$ cat config.mk
export PLATFORM = sky130hd
export DESIGN_NAME = gas_sample_moving_average_alarm_core
export DESIGN_NICKNAME = d
export VERILOG_FILES = /design/src/hdl/gsmaa_pkg.sv /design/src/hdl/gsmaa_ctrl.sv /design/src/hdl/gsmaa_dpath.sv /design/src/hdl/gas_sample_moving_average_alarm_core.sv
export SDC_FILE = /design/constraint.sdc
export NUM_CORES = 1
export LEC_CHECK = 0
export BUFFER_PORTS_ARGS = -buffer_cell sky130_fd_sc_hd__buf_2
export CAP_MARGIN = 10
export CORE_MARGIN = 2
export CORE_UTILIZATION = 60
export CTS_CLUSTER_DIAMETER = 120
export CTS_CLUSTER_SIZE = 12
export DETAILED_ROUTE_END_ITERATION = 8
export PLACE_DENSITY = 0.78
export SYNTH_ARGS = -nofsm -noshare
export SYNTH_HDL_FRONTEND = slang
export SYNTH_SLANG_ARGS = --single-unit
$ cat constraint.sdc
create_clock -name clock -period 4.1 [get_ports clock]
set_input_delay 0.615 -clock clock [delete_from_list [all_inputs] [get_ports clock]]
set_output_delay 0.615 -clock clock [all_outputs]
set_load 0.01 [all_outputs]
$ cat src/hdl/gsmaa_pkg.sv
// Shared constants and controller/datapath interface types for the gas sample averager.
package gsmaa_pkg;

   // Field and register widths.
   localparam int SAMPLE_W    = 12;
   localparam int LIMIT_W     = 13;
   localparam int CSR_INDEX_W = 1;
   localparam int CSR_DATA_W  = 13;

   // Default ring depth.
   localparam int WINDOW_DEF = 16;

   // Configuration register indexes.
   localparam logic [CSR_INDEX_W-1:0] CSR_SUSPECT_LIMIT = 1'd0;
   localparam logic [CSR_INDEX_W-1:0] CSR_WARN_LEVEL    = 1'd1;

   // Configuration reset values.
   localparam logic [LIMIT_W-1:0]  SUSPECT_LIMIT_RST = 13'd4000;
   localparam logic [SAMPLE_W-1:0] WARN_LEVEL_RST    = 12'd1500;

   // Commands from the controller to the datapath.
   typedef struct packed {
      logic load;      // capture the request sample and pick the used value
      logic update;    // update sum, ring and pointer, and start the divider
      logic div_step;  // one restoring division step
      logic out_load;  // move the finished result into the output register
   } ctl_cmd_type;

   // Status from the datapath to the controller.
   typedef struct packed {
      logic out_free;  // output register can take a new result this cycle
   } ctl_status_type;

endpackage

$ cat src/hdl/gsmaa_ctrl.sv
// Controller state machine that sequences one request through the datapath.
module gsmaa_ctrl #(
   parameter int WINDOW = gsmaa_pkg::WINDOW_DEF
) (
   input  logic                      clock,
   input  logic                      reset,
   input  logic                      req_valid,
   output logic                      req_stall,
   input  gsmaa_pkg::ctl_status_type status,
   output gsmaa_pkg::ctl_cmd_type    cmd
);
   import gsmaa_pkg::*;

   localparam int SUM_W  = SAMPLE_W + $clog2(WINDOW);
   localparam int STEP_W = $clog2(SUM_W);
   localparam logic [STEP_W-1:0] STEP_LAST = STEP_W'(SUM_W - 1);

   // State codes.
   localparam logic [2:0] ST_IDLE   = 3'd0;
   localparam logic [2:0] ST_UPDATE = 3'd1;
   localparam logic [2:0] ST_DIV    = 3'd2;
   localparam logic [2:0] ST_OUT    = 3'd3;

   logic [2:0]        state_ff, state_in;
   logic [STEP_W-1:0] step_ff, step_in;

   // A new request is taken only when the sequencer is idle.
   assign req_stall = (state_ff != ST_IDLE);

   // Next state, step count and commands.
   always_comb begin
      state_in     = state_ff;
      step_in      = step_ff;
      cmd.load     = 1'b0;
      cmd.update   = 1'b0;
      cmd.div_step = 1'b0;
      cmd.out_load = 1'b0;
      case (state_ff)
         ST_IDLE: begin
            if (req_valid) begin
               cmd.load = 1'b1;
               state_in = ST_UPDATE;
            end
         end
         ST_UPDATE: begin
            cmd.update = 1'b1;
            step_in    = '0;
            state_in   = ST_DIV;
         end
         ST_DIV: begin
            cmd.div_step = 1'b1;
            step_in      = step_ff + 1'b1;
            if (step_ff == STEP_LAST) begin
               state_in = ST_OUT;
            end
         end
         ST_OUT: begin
            if (status.out_free) begin
               cmd.out_load = 1'b1;
               state_in     = ST_IDLE;
            end
         end
         default: begin
            state_in = ST_IDLE;
         end
      endcase
   end

   // State registers.
   always_ff @(posedge clock) begin
      if (reset) begin
         state_ff <= ST_IDLE;
         step_ff  <= '0;
      end else begin
         state_ff <= state_in;
         step_ff  <= step_in;
      end
   end

`ifndef SYNTH
   // At most one datapath command is issued per cycle.
   a_cmd_onehot: assert property (@(posedge clock) disable iff (reset)
      $onehot0({cmd.load, cmd.update, cmd.div_step, cmd.out_load}))
      else $error("more than one datapath command at once");

   // A result is never loaded into a busy output register.
   a_out_free: assert property (@(posedge clock) disable iff (reset)
      cmd.out_load |-> status.out_free)
      else $error("result loaded while output register busy");

   // A captured request is always followed by the ring and sum update.
   a_load_update: assert property (@(posedge clock) disable iff (reset)
      cmd.load |=> cmd.update)
      else $error("update did not follow request capture");
`endif

endmodule

$ cat src/hdl/gsmaa_dpath.sv
// Datapath: configuration, outlier hold, sample ring, running sum, divider and output register.
module gsmaa_dpath #(
   parameter int WINDOW = gsmaa_pkg::WINDOW_DEF
) (
   input  logic                                 clock,
   input  logic                                 reset,
   input  logic                                 csr_write_enable,
   input  logic [gsmaa_pkg::CSR_INDEX_W-1:0]    csr_index,
   input  logic [gsmaa_pkg::CSR_DATA_W-1:0]     csr_write_data,
   input  logic [gsmaa_pkg::SAMPLE_W-1:0]       req_sample,
   input  logic                                 rsp_stall,
   output logic                                 rsp_valid,
   output logic [gsmaa_pkg::SAMPLE_W-1:0]       rsp_used_value,
   output logic                                 rsp_suspect,
   output logic [gsmaa_pkg::SAMPLE_W-1:0]       rsp_mean_value,
   output logic                                 rsp_alarm,
   input  gsmaa_pkg::ctl_cmd_type               cmd,
   output gsmaa_pkg::ctl_status_type            status
);
   import gsmaa_pkg::*;

   localparam int PTR_W = $clog2(WINDOW);
   localparam int CNT_W = $clog2(WINDOW + 1);
   localparam int SUM_W = SAMPLE_W + $clog2(WINDOW);
   localparam logic [PTR_W-1:0] PTR_LAST = PTR_W'(WINDOW - 1);
   localparam logic [CNT_W-1:0] WIN_CNT  = CNT_W'(WINDOW);

   // Configuration registers.
   logic [LIMIT_W-1:0]  limit_ff;
   logic [SAMPLE_W-1:0] warn_ff;

   always_ff @(posedge clock) begin
      if (reset) begin
         limit_ff <= SUSPECT_LIMIT_RST;
         warn_ff  <= WARN_LEVEL_RST;
      end else if (csr_write_enable) begin
         case (csr_index)
            CSR_SUSPECT_LIMIT: limit_ff <= csr_write_data[LIMIT_W-1:0];
            CSR_WARN_LEVEL:    warn_ff  <= csr_write_data[SAMPLE_W-1:0];
            default:           limit_ff <= limit_ff;
         endcase
      end
   end

   // Outlier hold: a sample at or above the limit is replaced by the last good one.
   logic [SAMPLE_W-1:0] last_ff;
   logic [SAMPLE_W-1:0] used_ff;
   logic                suspect_ff;
   logic                is_suspect;

   assign is_suspect = ({1'b0, req_sample} >= limit_ff);

   always_ff @(posedge clock) begin
      if (reset) begin
         last_ff <= '0;
      end else if (cmd.load && !is_suspect) begin
         last_ff <= req_sample;
      end
   end

   always_ff @(posedge clock) begin
      if (cmd.load) begin
         used_ff    <= is_suspect ? last_ff : req_sample;
         suspect_ff <= is_suspect;
      end
   end

   // Sample ring with one write port and one registered read port at the write pointer.
   logic [SAMPLE_W-1:0] ring_mem [WINDOW];
   logic [SAMPLE_W-1:0] rd_data_ff;
   logic [PTR_W-1:0]    pos_ff, pos_in;
   logic                full_ff, full_in;

   always_ff @(posedge clock) begin
      if (cmd.update) begin
         ring_mem[pos_ff] <= used_ff;
      end
      rd_data_ff <= ring_mem[pos_ff];
   end

   // Pointer advance and wrap.
   always_comb begin
      pos_in  = pos_ff + 1'b1;
      full_in = full_ff;
      if (pos_ff == PTR_LAST) begin
         pos_in  = '0;
         full_in = 1'b1;
      end
   end

   // Running sum and fill count; the oldest entry leaves the sum once the ring is full.
   logic [SUM_W-1:0] sum_ff, sum_in;
   logic [CNT_W-1:0] count_ff;

   assign sum_in = sum_ff - (full_ff ? SUM_W'(rd_data_ff) : '0) + SUM_W'(used_ff);

   always_ff @(posedge clock) begin
      if (reset) begin
         pos_ff  <= '0;
         full_ff <= 1'b0;
         sum_ff  <= '0;
      end else if (cmd.update) begin
         pos_ff  <= pos_in;
         full_ff <= full_in;
         sum_ff  <= sum_in;
      end
   end

   always_ff @(posedge clock) begin
      if (cmd.update) begin
         count_ff <= full_in ? WIN_CNT : CNT_W'(pos_in);
      end
   end

   // Restoring divider: one quotient bit per step, dividend shifted out of the quotient register.
   logic [SUM_W-1:0] quo_ff;
   logic [CNT_W-1:0] rem_ff;
   logic [CNT_W:0]   rem_shift;
   logic             quo_bit;

   assign rem_shift = {rem_ff, quo_ff[SUM_W-1]};
   assign quo_bit   = (rem_shift >= {1'b0, count_ff});

   always_ff @(posedge clock) begin
      if (cmd.update) begin
         quo_ff <= sum_in;
         rem_ff <= '0;
      end else if (cmd.div_step) begin
         quo_ff <= {quo_ff[SUM_W-2:0], quo_bit};
         rem_ff <= quo_bit ? CNT_W'(rem_shift - {1'b0, count_ff}) : rem_shift[CNT_W-1:0];
      end
   end

   // Output register; it frees up in the same cycle that its result is taken.
   logic                rsp_valid_ff;
   logic [SAMPLE_W-1:0] rsp_used_ff;
   logic                rsp_suspect_ff;
   logic [SAMPLE_W-1:0] rsp_mean_ff;
   logic                rsp_alarm_ff;

   assign status.out_free = !rsp_valid_ff || !rsp_stall;

   always_ff @(posedge clock) begin
      if (reset) begin
         rsp_valid_ff <= 1'b0;
      end else if (cmd.out_load) begin
         rsp_valid_ff <= 1'b1;
      end else if (!rsp_stall) begin
         rsp_valid_ff <= 1'b0;
      end
   end

   always_ff @(posedge clock) begin
      if (cmd.out_load) begin
         rsp_used_ff    <= used_ff;
         rsp_suspect_ff <= suspect_ff;
         rsp_mean_ff    <= quo_ff[SAMPLE_W-1:0];
         rsp_alarm_ff   <= (quo_ff[SAMPLE_W-1:0] >= warn_ff);
      end
   end

   assign rsp_valid      = rsp_valid_ff;
   assign rsp_used_value = rsp_used_ff;
   assign rsp_suspect    = rsp_suspect_ff;
   assign rsp_mean_value = rsp_mean_ff;
   assign rsp_alarm      = rsp_alarm_ff;

`ifndef SYNTH
   // Once the ring has wrapped it stays full.
   a_full_sticky: assert property (@(posedge clock) disable iff (reset)
      full_ff |=> full_ff)
      else $error("ring full flag dropped");

   // The divider remainder stays below the divisor.
   a_rem_range: assert property (@(posedge clock) disable iff (reset)
      cmd.div_step |-> (rem_ff < count_ff))
      else $error("divider remainder out of range");

   // A loaded result is presented in the next cycle.
   a_out_valid: assert property (@(posedge clock) disable iff (reset)
      cmd.out_load |=> rsp_valid_ff)
      else $error("loaded result not presented");
`endif

endmodule

$ cat src/hdl/gas_sample_moving_average_alarm_core.sv
// Top level of the gas sample moving-average filter with outlier hold and alarm.
// Each request carries one 12-bit sample. A sample at or above suspect_limit is replaced by the
// last good sample. The used value enters a ring of WINDOW entries, and the result gives the
// truncated mean of the filled entries and an alarm when that mean reaches warn_level. One
// request keeps the block busy through these steps: it is accepted and the ring entry is read,
// the sum and ring are updated, the bit-serial restoring divider runs SUM_W steps, where
// SUM_W = 12 + clog2(WINDOW), and the result is loaded into the output register once that is
// free. Only one request is handled at a time: a new request is taken once the previous result
// sits in the output register, even while that result is still stalled. The ring needs no
// clearing after reset.
module gas_sample_moving_average_alarm_core #(
   parameter int WINDOW = gsmaa_pkg::WINDOW_DEF
) (
   input  logic                              clock,
   input  logic                              reset,
   input  logic                              csr_write_enable,
   input  logic [gsmaa_pkg::CSR_INDEX_W-1:0] csr_index,
   input  logic [gsmaa_pkg::CSR_DATA_W-1:0]  csr_write_data,
   input  logic                              req_valid,
   output logic                              req_stall,
   input  logic [gsmaa_pkg::SAMPLE_W-1:0]    req_sample,
   output logic                              rsp_valid,
   input  logic                              rsp_stall,
   output logic [gsmaa_pkg::SAMPLE_W-1:0]    rsp_used_value,
   output logic                              rsp_suspect,
   output logic [gsmaa_pkg::SAMPLE_W-1:0]    rsp_mean_value,
   output logic                              rsp_alarm
);
   import gsmaa_pkg::*;

   ctl_cmd_type    cmd;
   ctl_status_type status;

   // Sequencer.
   gsmaa_ctrl #(
      .WINDOW (WINDOW)
   ) u_ctrl (
      .clock     (clock),
      .reset     (reset),
      .req_valid (req_valid),
      .req_stall (req_stall),
      .status    (status),
      .cmd       (cmd)
   );

   // Datapath.
   gsmaa_dpath #(
      .WINDOW (WINDOW)
   ) u_dpath (
      .clock            (clock),
      .reset            (reset),
      .csr_write_enable (csr_write_enable),
      .csr_index        (csr_index),
      .csr_write_data   (csr_write_data),
      .req_sample       (req_sample),
      .rsp_stall        (rsp_stall),
      .rsp_valid        (rsp_valid),
      .rsp_used_value   (rsp_used_value),
      .rsp_suspect      (rsp_suspect),
      .rsp_mean_value   (rsp_mean_value),
      .rsp_alarm        (rsp_alarm),
      .cmd              (cmd),
      .status           (status)
   );

endmodule

After elaboration in Yosys (flattened, before gate mapping)
Memory sizes are Yosys's and may differ from the RTL's. A register that Yosys moved wholly into a read port is not among the register bits.
Index checks and enable logic that the tools add are counted.
W data, S select, Z words.
{"block": "word_totals", "reg_bits": 131, "ram_bits": 192, "inputBits": 31, "output_inout_bits": 28, "word_cells": 73, "mem_count": 1}
{"name": "u_dpath.ring_mem", "depth": 16, "width": 12, "read_ports": 1, "rd_clocked_by_memory_dff": 1, "wr": 1, "line": "gsmaa_dpath.sv:69", "text": "logic [SAMPLE_W-1:0] ring_mem [WINDOW];"}
{"block": "op_classes", "add_sub_neg": 5, "magnitude_cmp": 3, "eq_ne": 9, "n_mux": 23, "bitwise": 1, "reduce_logical": 12}
{"cell": "$mux W16", "n": 2}
{"cell": "$mux W12", "n": 2}
{"cell": "$add A16 B12 Y16", "n": 1}
{"cell": "$sub A16 B16 Y16", "n": 1}
{"cell": "$ge A12 B13 Y1", "n": 1}
{"cell": "$ge A12 B12 Y1", "n": 1}
{"cell": "$pmux W3 S4", "n": 1}
{"cell": "$mux W1", "n": 11}
{"cell": "$mux W5", "n": 2}
{"cell": "$mux W3", "n": 3}
{"cell": "$add A4 B1 Y4 const B", "n": 2}
{"cell": "$eq A4 B4 Y1 const B", "n": 2}
{"cell": "$pmux W4 S2", "n": 1}
{"cell": "$eq A3 B2 Y1 const B", "n": 2}
{"cell": "$ge A6 B5 Y1", "n": 1}
{"cell": "$sub A5 B5 Y5", "n": 1}
{"cell": "$mux W4", "n": 1}
{"cell": "$ne A2 B1 Y1 const B", "n": 2}
{"cell": "$ne A2 B2 Y1 const B", "n": 2}
{"cell": "$reduce_and A2 Y1", "n": 2}
{"cell": "$reduce_bool A2 Y1", "n": 2}
{"cell": "$eq A3 B1 Y1 const B", "n": 1}
{"cell": "$logic_not A1 Y1", "n": 3}
{"cell": "$logic_not A3 Y1", "n": 1}
{"cell": "5 further kinds", "n": 5}

Longest topological paths before layout
Gate-level depths: netlist (run 1).
{"block": "depth", "ltp_word": 5, "mapped_depth": 13, "depth_no_buf": 12}

Modules after synthesis
A second synthesis (run 1) with hierarchy kept.
{"block": "unflattened", "hier_cells": 1023, "hier_area_um2": 14609.0}
{"mod": "gsmaa_dpath", "n_inst": 1, "cells_each": 976, "area_per_inst_um2": 14213.6, "seq_area_each_um2": 9088.7}
{"mod": "gsmaa_ctrl", "n_inst": 1, "cells_each": 47, "area_per_inst_um2": 395.4, "seq_area_each_um2": 120.1}

Worst setup path after synthesis (run 1)
No wires, ideal clock.
{"block": "synth_timing", "path_type": "in2reg", "from": "input port rsp_stall", "to": "register u_dpath.rsp_alarm_ff, in the netlist u_dpath.rsp_alarm (enable)", "setup_time_ns": 0.449, "t_arrival_ns": 2.562, "required_ns": 3.651, "path_slack_ns": 1.089, "path_stages": 1, "n_path_buf": 0, "path_cell_list": "a21boi_0"}
{"block": "synth_via", "elab_chain_cells": 4}
{"element": "start, declared", "line": "gas_sample_moving_average_alarm_core.sv:23", "text": "input logic rsp_stall,"}
{"element": "$logic_not A1 Y1", "line": "gsmaa_dpath.sv:141", "text": "assign status.out_free = !rsp_valid_ff || !rsp_stall;"}
{"element": "$logic_or A1 B1 Y1", "line": "gsmaa_dpath.sv:141"}
{"element": "$mux W1", "line": "gsmaa_ctrl.sv:58", "text": "if (status.out_free) begin"}
{"element": "$mux W1", "line": "gsmaa_ctrl.sv:38", "text": "case (state_ff)"}
{"element": "end signal, assigned", "line": "gsmaa_dpath.sv:158", "text": "rsp_alarm_ff <= (quo_ff[SAMPLE_W-1:0] >= warn_ff);"}
{"element": "end, declared", "line": "gsmaa_dpath.sv:139", "text": "logic rsp_alarm_ff;"}
No other way between the ends.
A chain may end at the register's enable or synchronous reset.

Worst setup path in the final report (run 1)
{"block": "layout_timing", "from": "register u_dpath.used_ff[2]", "to": "register u_dpath.quo_ff[14], data pin"}
{"block": "layout_via", "elab_chain_cells": 2}
{"element": "start, declared", "line": "gsmaa_dpath.sv:47", "text": "logic [SAMPLE_W-1:0] used_ff;"}
{"element": "start signal, assigned", "line": "gsmaa_dpath.sv:63", "text": "used_ff <= is_suspect ? last_ff : req_sample;"}
{"element": "$add A16 B12 Y16", "line": "gsmaa_dpath.sv:95", "text": "assign sum_in = sum_ff - (full_ff ? SUM_W'(rd_data_ff) : '0) + SUM_W'(used_ff);"}
{"element": "$mux W16", "line": "gsmaa_dpath.sv:125", "text": "if (cmd.update) begin"}
{"element": "end signal, assigned", "line": "gsmaa_dpath.sv:126", "text": "quo_ff <= sum_in;"}
{"element": "end signal, assigned", "line": "gsmaa_dpath.sv:129", "text": "quo_ff <= {quo_ff[SUM_W-2:0], quo_bit};"}
{"element": "end, declared", "line": "gsmaa_dpath.sv:116", "text": "logic [SUM_W-1:0] quo_ff;"}
No other way between the ends.

==> flow_summary.json, run 1 <==
{
  "status": "complete, no violations",
  "syn_area_sq_um": 14700,
  "synth_edf_count": 252,
  "port_buffers": 58,
  "num-nets-final": 1189,
  "skew_ns": 0.0164,
  "cp-end-kind": "register",
  "grt_usage_pct": 24.2,
  "required_ns": 4.37,
  "syn_nets": 1139,
  "final_cell_area_sq_um": 16200,
  "place_hpwl_microns": 18900,
  "crit_family": "adder cells",
  "ios": 59,
  "leakage_nw": 5.81,
  "asyncSetResetFlopFracSynth_pct": 0,
  "fin_crit_sh_pct": 84.7,
  "ys.warnings.count": 0,
  "cp_slowest_cell": "edfxtp_1",
  "cts_setup_buffers": 0,
  "viasPerCell": 5.95,
  "core_region_area_sq_um": 24200,
  "hold_buffers": 0,
  "crit_top_cell": "inv_1",
  "syn_inst": 1041,
  "cts_root_buf": "clkbuf_16",
  "synth-compound-area-share_pct": 6.88,
  "yosysSeqAreaShare_pct": 62.7,
  "max-cap-violations": 0,
  "drtIter0Drc": 859,
  "cts_tree": "built",
  "fillCellCount": 1629,
  "max_stage_delay_ns": 0.72,
  "synthMuxAreaShare_pct": 11.2,
  "fp.dieArea_sq_um": 25800,
  "rsz0062_at_grt": "false",
  "drt_first_pass_iters": 5,
  "place_congestion": 0.898,
  "antenna_cells": 0,
  "ys_ff_latch": 334,
  "wl_per_cell_microns": 21.1,
  "placed_cell_area_sq_um": 15300,
  "tns_ns": 0,
  "maxSlewHeadroom_pct": 24.5,
  "crit_buf_inv": 2,
  "finalMaxSlewViolations": 0,
  "regArea_sq_um": 9210,
  "ant_nets": 0,
  "numPlacedInstances": 1382,
  "clk_transition_reported_paths_ns": 0.06,
  "cts_resized": 0,
  "stdcell_count": 1440,
  "vias": 8565,
  "timing.final.hold_violations": 0,
  "rows": 57,
  "grt_max_degree": 67,
  "cts_max_level": 1,
  "p_per_area_nw_per_um2": 666,
  "die_w_microns": 160,
  "critical_path_class": "reg -> reg",
  "grt_pass1_vias": 8279,
  "cts_buffer_depth": 3,
  "grt_pass1_wl_microns": 47500,
  "cp-start-kind": "register",
  "die_h_microns": 160,
  "cp_cell_sequence": "inv_1 > fa_1 > inv_1 > ha_1 > nor2b_1 > o31ai_2 > a21oi_1 > or4_1 > nand3_1 > o21ai_0",
  "synth_top_family_by_area": "multiplexers",
  "synth_cell_types": 58,
  "hp-class": "in -> reg",
  "drc_errors": 0,
  "multiInputGateArea_sq_um": 4900,
  "routed_wl_microns": 30400,
  "ys.flop_type": "edfxtp_1",
  "synth-xor-area-share_pct": 0.869,
  "grt_overflow_total": 0,
  "cts_sinks": 334,
  "path_max_fanout": 18,
  "numCtsBuffers": 31,
  "synth_fa_ha_area_share_pct": 6.37,
  "setup_viol": 0,
  "arrival_ns": 3.74,
  "syn_area_per_cell_sq_um": 14.1,
  "peakVddDrop_mv": 0.572,
  "clock_latency_ns": 0.56,
  "start_util_pct": 60.8,
  "finalCriticalPeriod_ns": 3.47,
  "syn_to_final_growth_pct": 9.96,
  "worstMarginPinSlew_ns": 1.13,
  "antenna_found_initial": 0,
  "fmax_mhz": 288,
  "synth_simple_gate_area_share_pct": 7.92,
  "layout-drive-gt1-share_pct": 16.8
}
==> logic make-up (layout without fill, tap and decap cells) <==
logic type               count (synthesis)  count (layout)
multiplexers                            87              87
AND/OR/NAND/NOR                        231             231
buffers and inverters                  149             224
flip-flops                             334             334
AO/OA/AOI/OAI                          160             160
XOR/XNOR                                13              13
adder cells (fa/ha/maj)                 67              67
==> power breakdown <==
part           total, mW  internal, mW  switching [mW]
Combinational       3.38          1.49            1.89
Clock               2.61          1.44            1.18
Sequential          4.77          4.35           0.417
==> state kept, by name, indices dropped and copies added (netlist names), 2 cells and up <==
name                    count
u_dpath.ring_mem          192
u_dpath.quo_ff             16
u_dpath.sum_ff             16
u_dpath.limit_ff           13
u_dpath.last_ff            12
u_dpath.rd_data_ff         12
u_dpath.rsp_mean_value     12
u_dpath.rsp_used_value     12
u_dpath.used_ff            12
u_dpath.warn_ff            12
u_dpath.count_ff            5
u_dpath.rem_ff              5
u_ctrl.step_ff              4
u_dpath.pos_ff              4
u_ctrl.state_ff             2
==> metal layers <==
metal  wire length, microns  vias to the layer above  GRT usage (%)
met5                      0                        -              0
met1                  12800                     4243           35.6
met2                  14600                      344           38.5
li1                       -                     3937              -
met3                   2500                       41           4.05
met4                    554                        0           5.73
==> placed cells by master, fill, tap and decap left out, types with 30 or more instances in the layout <==
cell type / n
clkbuf_16: 31
dfxtp_1: 80
buf_2: 58
edfxtp_1: 252
inv_1: 100
o21ai_0: 31
nand2_1: 70
nor2_1: 44
a21oi_1: 63
and2_1: 30
ha_1: 53
mux4_2: 60
==> metrics by stage <==
step           utilization [%]  hold WS, ns  power, mW  worst slack (ns)
3_3_place_gp              63.1        0.405       8.05             0.735
5_1_grt                   66.8        0.292       11.4             0.405
6_report                  66.8        0.299       10.8             0.629
2_1_floorplan                -        0.400       7.29              1.09
4_1_cts                   66.8        0.283       10.8             0.652
3_5_place_dp              63.1        0.405       8.15             0.623
==> layout make-up <==
cell class | count | share of cell area (%)
multi-input combinational | 558 | 30.4
clock inverter | 1 | 0.0542
tap | 324 | 2.51
clock buffer | 57 | 5.47
inverter | 100 | 2.32
sequential | 334 | 57.0
timing repair buffer | 66 | 2.25
==> final timing paths <==
path / startpoint / endpoint / slack, ns / cells after the start
setup reg to reg: u_dpath.used_ff[2]$_DFFE_PP_ / u_dpath.quo_ff[14]$_DFFE_PP_ / 0.63 / 10
setup / recovery: u_dpath.used_ff[2]$_DFFE_PP_ / u_dpath.quo_ff[14]$_DFFE_PP_ / 0.63 / 10
hold / removal: csr_write_data[9] / u_dpath.limit_ff[9]$_SDFFE_PP1P_ / 0.30 / 2
hold reg to reg: u_dpath.suspect_ff$_DFFE_PP_ / u_dpath.rsp_suspect$_DFFE_PP_ / 0.42 / 0
==> cells in the mapped netlist, types with 7 or more instances <==
cell type	instances	area, sq um
xnor2_1	8	70.1
ha_1	54	676
nand3b_1	18	135
dfxtp_1	82	1640
nand2_1	70	263
a21oi_1	63	315
mux4_2	60	1350
inv_1	100	375
nor2_1	44	165
and2_1	30	188
nand2b_1	20	125
o21ai_0	31	155
edfxtp_1	252	7570
a211o_1	9	78.8
clkbuf_1	33	124
nor2b_1	9	56.3
nand3_1	20	100
mux2i_1	7	70.1
a21o_1	10	75.1
a211oi_1	8	60.1
mux2_2	20	225
o21a_1	7	52.6
fa_1	13	260
==> worst reg2reg max path: cells and delay by family (launching register included) <==
kind	cells	cell delay (ns)
AOI/OAI and AO/OA	3	0.63
adders and majority gates	2	0.89
DFF	1	0.72
buffers and inverters	2	0.18
and+or+nand+nor	3	0.78
No activity file was read; power rests on OpenSTA's default activity.
==> run 2: changes to the inputs <==
clock period = 3.3 ns   (was 4.1 ns; I/O delays follow)
==> flow_summary.json, run 2 (synthesis gave the netlist of run 1 again) <==
{
  "fp.dieArea_sq_um": 25800,
  "final_common_cell": "edfxtp_1",
  "worstRegToRegCells": 10,
  "num-nets-final": 1215,
  "drtIter0Drc": 968,
  "leakage_nw": 5.95,
  "viasPerCell": 5.89,
  "drt_first_pass_iters": 6,
  "max-cap-violations": 0,
  "required_ns": 3.60,
  "antenna_cells": 0,
  "comb_power_share_pct": 33.0,
  "finalCriticalPeriod_ns": 3.07,
  "r2r-start": "u_dpath.full_ff$_SDFFE_PP0P_",
  "skew_ns": 0.00932,
  "peakVddDrop_mv": 0.517,
  "vias": 8634,
  "cp-end-kind": "register",
  "internal_power_mw": 9.10,
  "routed_wl_microns": 31100,
  "rrSetupSlack_ns": 0.23,
  "wl_per_cell_microns": 21.2,
  "critical_path_class": "reg -> reg",
  "switching_share_pct": 32.4,
  "p_per_area_nw_per_um2": 823,
  "path_max_fanout": 15,
  "drc_errors": 0,
  "grt_pass1_vias": 8516,
  "numCtsBuffers": 31,
  "antenna_found_initial": 0,
  "fillCellCount": 1651,
  "hold_path_startpoint": "csr_write_data[11]",
  "largest-register": "u_dpath.ring_mem",
  "status": "complete, no violations",
  "grt_usage_pct": 24.6,
  "cts_tree": "built",
  "hold_buffers": 0,
  "clk_transition_reported_paths_ns": 0.06,
  "ios": 59,
  "ant_nets": 0,
  "grt_max_degree": 53,
  "die_h_microns": 160,
  "cp-start-kind": "register",
  "cts_sinks": 334,
  "cts_root_buf": "clkbuf_16",
  "fmax_mhz": 326,
  "port_buffers": 58,
  "grt_overflow_total": 0,
  "rows": 57,
  "hold_depth": 2,
  "arrival_ns": 3.37,
  "hp-class": "in -> reg",
  "syn_to_final_growth_pct": 11.4,
  "cts_max_level": 1,
  "tns_ns": 0,
  "place_congestion": 0.858,
  "die_w_microns": 160,
  "place_hpwl_microns": 19900,
  "hold_end": "u_dpath.limit_ff[11]$_SDFFE_PP1P_",
  "clock_latency_ns": 0.57,
  "rsz0062_at_grt": "false",
  "p_seq_share_pct": 42.7,
  "fin_crit_sh_pct": 92.9,
  "timing.final.hold_violations": 0,
  "layout-drive-gt1-share_pct": 18.8,
  "r2r_end": "u_dpath.quo_ff[14]$_DFFE_PP_",
  "start_util_pct": 60.8,
  "finalMaxSlewViolations": 0,
  "cts_buffer_depth": 3,
  "p_total_mw": 13.5,
  "worstMarginPinSlew_ns": 0.980,
  "setup_viol": 0,
  "reg_top3": "u_dpath.ring_mem (192), u_dpath.quo_ff (16), u_dpath.sum_ff (16)",
  "pwr-share-clk_pct": 24.3,
  "maxSlewHeadroom_pct": 34.6,
  "largest_reg_flops": 192,
  "grt_pass1_wl_microns": 48500,
  "mostFrequentLayoutCells": "edfxtp_1 (252), inv_1 (100), dfxtp_1 (79)",
  "p_switching_mw": 4.36,
  "core_region_area_sq_um": 24200
}
[run 2: cell type report]
class / instances / area, sq um / share of cell area, %
timing repair buffer: 92 / 558 / 3.41
clock inverter: 1 / 20.0 / 0.122
clock buffer: 57 / 883 / 5.40
inverter: 100 / 375 / 2.29
sequential: 334 / 9220 / 56.3
multi-input combinational: 558 / 4900 / 30.0
tap: 324 / 405 / 2.48
[run 2: what timing repair did]
action	in CTS	in global routing
gates resized for setup	0	1
setup buffers	0	0
setup endpoints to repair	0	2
[run 2: routing by layer]
layer | vias up | GRT usage [%] | wire length (microns) | part of all wire, %
li1 | 3976 | - | - | -
met1 | 4293 | 36.1 | 13200 | 42
met2 | 329 | 40.3 | 15100 | 49
met3 | 36 | 3.56 | 2300 | 7.4
met4 | 0 | 4.59 | 499 | 1.6
met5 | - | 0 | 0 | 0
[run 2: power groups by stage]
| stage | clock (mW) | sequential [mW] | combinational [mW] |
|---|---|---|---|
| after floorplan | 0 | 5.74 | 3.31 |
| after global placement | 0 | 5.80 | 4.31 |
| after detailed placement | 0 | 5.83 | 4.41 |
| after CTS | 3.31 | 5.75 | 4.46 |
| after global routing | 3.46 | 5.80 | 4.93 |
| final | 3.27 | 5.75 | 4.45 |
[run 2: worst max-delay path by stage]
stage          cells past startpoint                            start  slack [ns]                         endpoint
2_1_floorplan                      2  u_ctrl.state_ff[0]$_SDFFE_PP0P_        0.33      u_dpath.rsp_alarm$_DFFE_PP_
3_3_place_gp                      10     u_dpath.full_ff$_SDFFE_PP0P_        0.23     u_dpath.quo_ff[14]$_DFFE_PP_
3_5_place_dp                      10     u_dpath.full_ff$_SDFFE_PP0P_        0.18     u_dpath.quo_ff[14]$_DFFE_PP_
4_1_cts                           10     u_dpath.full_ff$_SDFFE_PP0P_        0.19     u_dpath.quo_ff[14]$_DFFE_PP_
5_1_grt                           10     u_dpath.full_ff$_SDFFE_PP0P_        0.11  u_dpath.sum_ff[10]$_SDFFE_PP0P_
6_report                          10     u_dpath.full_ff$_SDFFE_PP0P_        0.23     u_dpath.quo_ff[14]$_DFFE_PP_
[run 2: stage by stage]
stage | hold slack [ns] | cell area, sq um | cells | worst slack (ns) | util (%)
floorplan | 0.400 | 14700 | 1041 | 0.330 | -
detailed placement | 0.437 | 15500 | 1408 | 0.184 | 63.9
global route | 0.149 | 16400 | 1466 | 0.111 | 67.7
global placement | 0.402 | 15500 | 1408 | 0.235 | 63.9
finish | 0.157 | 16400 | 1466 | 0.234 | 67.7
CTS | 0.148 | 16400 | 1466 | 0.192 | 67.7
[run 2: critical path: stages, from the launching register on]
cell	delay, ns
dfxtp_2	0.38
and2_1	0.16
fa_1	0.47
inv_1	0.04
ha_1	0.35
nor2b_1	0.17
o31ai_2	0.35
a21oi_1	0.17
or4_1	0.49
nand3_1	0.12
o21ai_0	0.08
==> run 3: changes to the inputs <==
--- a/config.mk
+++ b/config.mk
@@ -9,4 +9,7 @@
 export CAP_MARGIN = 10
+export CELL_PAD_IN_SITES_DETAIL_PLACEMENT = 1
+export CELL_PAD_IN_SITES_GLOBAL_PLACEMENT = 1
+export CORE_ASPECT_RATIO = 0.8
 export CORE_MARGIN = 2
-export CORE_UTILIZATION = 60
+export CORE_UTILIZATION = 52
 export CTS_CLUSTER_DIAMETER = 120
@@ -14,3 +17,3 @@
 export DETAILED_ROUTE_END_ITERATION = 8
-export PLACE_DENSITY = 0.78
+export PLACE_DENSITY_LB_ADDON = 0.1
 export SYNTH_ARGS = -nofsm -noshare
==> constraint.sdc (replaced) <==
create_clock -name clock -period 3.3 [get_ports clock]
set_input_delay 0 -clock clock [delete_from_list [all_inputs] [get_ports clock]]
set_output_delay 0 -clock clock [all_outputs]
set_load 0.01 [all_outputs]
==> flow_summary.json, run 3 (synthesis gave the netlist of run 1 again) <==
{
  "fin_crit_sh_pct": 95.6,
  "rows": 55,
  "cts_max_level": 1,
  "leakage_nw": 6.13,
  "rsz0062_at_grt": "false",
  "worstRegToRegCells": 10,
  "die_h_microns": 154,
  "r2r_end": "u_dpath.quo_ff[14]$_DFFE_PP_",
  "p_per_area_nw_per_um2": 817,
  "drc_errors": 0,
  "grt_usage_pct": 24.8,
  "p_total_mw": 13.7,
  "hold_path_startpoint": "csr_write_data[8]",
  "cts_tree": "built",
  "maxSlewHeadroom_pct": 32.4,
  "critical_path_class": "reg -> reg",
  "timing.final.hold_violations": 0,
  "cts_root_buf": "clkbuf_16",
  "final_common_cell": "edfxtp_1",
  "numPlacedInstances": 1461,
  "syn_to_final_growth_pct": 14.5,
  "vias": 8900,
  "num-nets-final": 1256,
  "grt_pass1_wl_microns": 55000,
  "largest_reg_flops": 192,
  "status": "complete, no violations",
  "skew_ns": 0.0108,
  "max_stage_delay_ns": 0.49,
  "reg_top3": "u_dpath.ring_mem (192), u_dpath.quo_ff (16), u_dpath.sum_ff (16)",
  "finalCriticalPeriod_ns": 3.15,
  "drt_first_pass_iters": 5,
  "path_max_fanout": 15,
  "start_util_pct": 52.5,
  "grt_max_degree": 65,
  "ant_nets": 0,
  "clock_latency_ns": 0.58,
  "antenna_cells": 0,
  "layout-drive-gt1-share_pct": 18.8,
  "numCtsBuffers": 31,
  "max-cap-violations": 0,
  "cp_slowest_cell": "or4_1",
  "core_region_area_sq_um": 28000,
  "cp_cell_sequence": "and2_1 > fa_1 > inv_1 > ha_1 > nor2b_1 > o31ai_2 > a21oi_1 > or4_1 > nand3_1 > o21ai_0",
  "finalMaxSlewViolations": 0,
  "place_congestion": 0.846,
  "fmax_mhz": 317,
  "viasPerCell": 5.73,
  "peakVddDrop_mv": 0.528,
  "hp-class": "in -> reg",
  "wl_per_cell_microns": 22.9,
  "rrSetupSlack_ns": 0.15,
  "worstMarginPinSlew_ns": 1.01,
  "antenna_found_initial": 0,
  "mostFrequentLayoutCells": "edfxtp_1 (252), inv_1 (100), dfxtp_1 (79)",
  "hold_end": "u_dpath.limit_ff[8]$_SDFFE_PP1P_",
  "die_w_microns": 192,
  "final_util_pct": 60.0,
  "drtIter0Drc": 669,
  "arrival_ns": 3.44,
  "cts_sinks": 334,
  "cts_buffer_depth": 3,
  "cts_setup_buffers": 0,
  "stdcell_count": 1553,
  "clk_transition_reported_paths_ns": 0.07,
  "fp.dieArea_sq_um": 29600,
  "tns_ns": 0,
  "cp-end-kind": "register",
  "whs_ns": 0.190,
  "ios": 59,
  "cp-start-kind": "register",
  "grt_overflow_total": 0,
  "largest-register": "u_dpath.ring_mem",
  "required_ns": 3.58,
  "hold_depth": 3,
  "place_hpwl_microns": 24100,
  "setup_viol": 0,
  "r2r-start": "u_dpath.full_ff$_SDFFE_PP0P_",
  "fillCellCount": 2654,
  "grt_pass1_vias": 9318,
  "port_buffers": 58,
  "routed_wl_microns": 35600
}
-- run 3: what timing repair did --
action | 4_1_cts | 5_1_grt
hold endpoints to repair | 62 | 0
endpoints found under the setup margin | 1 | 0
resized for setup | 1 | 0
hold buffers | 34 | 0
-- run 3: report_power, final --
group	total (mW)	internal [mW]	switching [mW]
sequential	5.79	5.39	0.402
clock	3.29	1.79	1.50
combinational	4.66	2.01	2.65
-- run 3: stage by stage --
| stage | instance area (sq um) | setup WS, ns |
|---|---|---|
| after floorplan | 14700 | 0.330 |
| after global placement | 15600 | 0.148 |
| after detailed placement | 15600 | 0.0190 |
| after CTS | 16800 | 0.160 |
| after global routing | 16800 | 0.0282 |
| final | 16800 | 0.146 |
-- run 3: area by class of cell --
| type | instances | area [sq um] | area share (%) |
|---|---|---|---|
| Sequential cell | 334 | 9220 | 54.8 |
| Multi-Input combinational cell | 558 | 4910 | 29.2 |
| Timing Repair Buffer | 133 | 951 | 5.65 |
| Clock buffer | 57 | 883 | 5.25 |
| Tap cell | 370 | 463 | 2.75 |
| Inverter | 100 | 375 | 2.23 |
| Clock inverter | 1 | 20.0 | 0.119 |
-- run 3: metal layers --
layer / wire [microns] / part of all wire, % / up-vias / track usage (%)
li1: - / - / 4061 / -
met5: 0 / 0 / - / 0
met4: 746 / 2.1 / 0 / 5.35
met1: 16400 / 46 / 4542 / 36.8
met3: 2070 / 5.8 / 54 / 4.65
met2: 16300 / 46 / 243 / 38.7
-- run 3: worst max-delay path: cells and delay by family, from the launching register on --
family	cells	cell delay [ns]
AOI/OAI and AO/OA	3	0.62
adders and majority gates	2	0.82
buffers and inverters	1	0.05
DFF	1	0.40
and+or+nand+nor	4	0.97
-- run 3: how the worst max path moves through the flow --
stage                                                from                      endpoint  slack, ns  cells after the start
after floorplan           u_ctrl.state_ff[0]$_SDFFE_PP0P_   u_dpath.rsp_alarm$_DFFE_PP_       0.33                      2
after global placement       u_dpath.full_ff$_SDFFE_PP0P_  u_dpath.quo_ff[14]$_DFFE_PP_       0.15                     10
after detailed placement     u_dpath.full_ff$_SDFFE_PP0P_  u_dpath.quo_ff[14]$_DFFE_PP_       0.02                     10
after CTS                    u_dpath.full_ff$_SDFFE_PP0P_  u_dpath.quo_ff[14]$_DFFE_PP_       0.16                     10
after global routing         u_dpath.full_ff$_SDFFE_PP0P_  u_dpath.quo_ff[14]$_DFFE_PP_       0.03                     10
final                        u_dpath.full_ff$_SDFFE_PP0P_  u_dpath.quo_ff[14]$_DFFE_PP_       0.15                     10
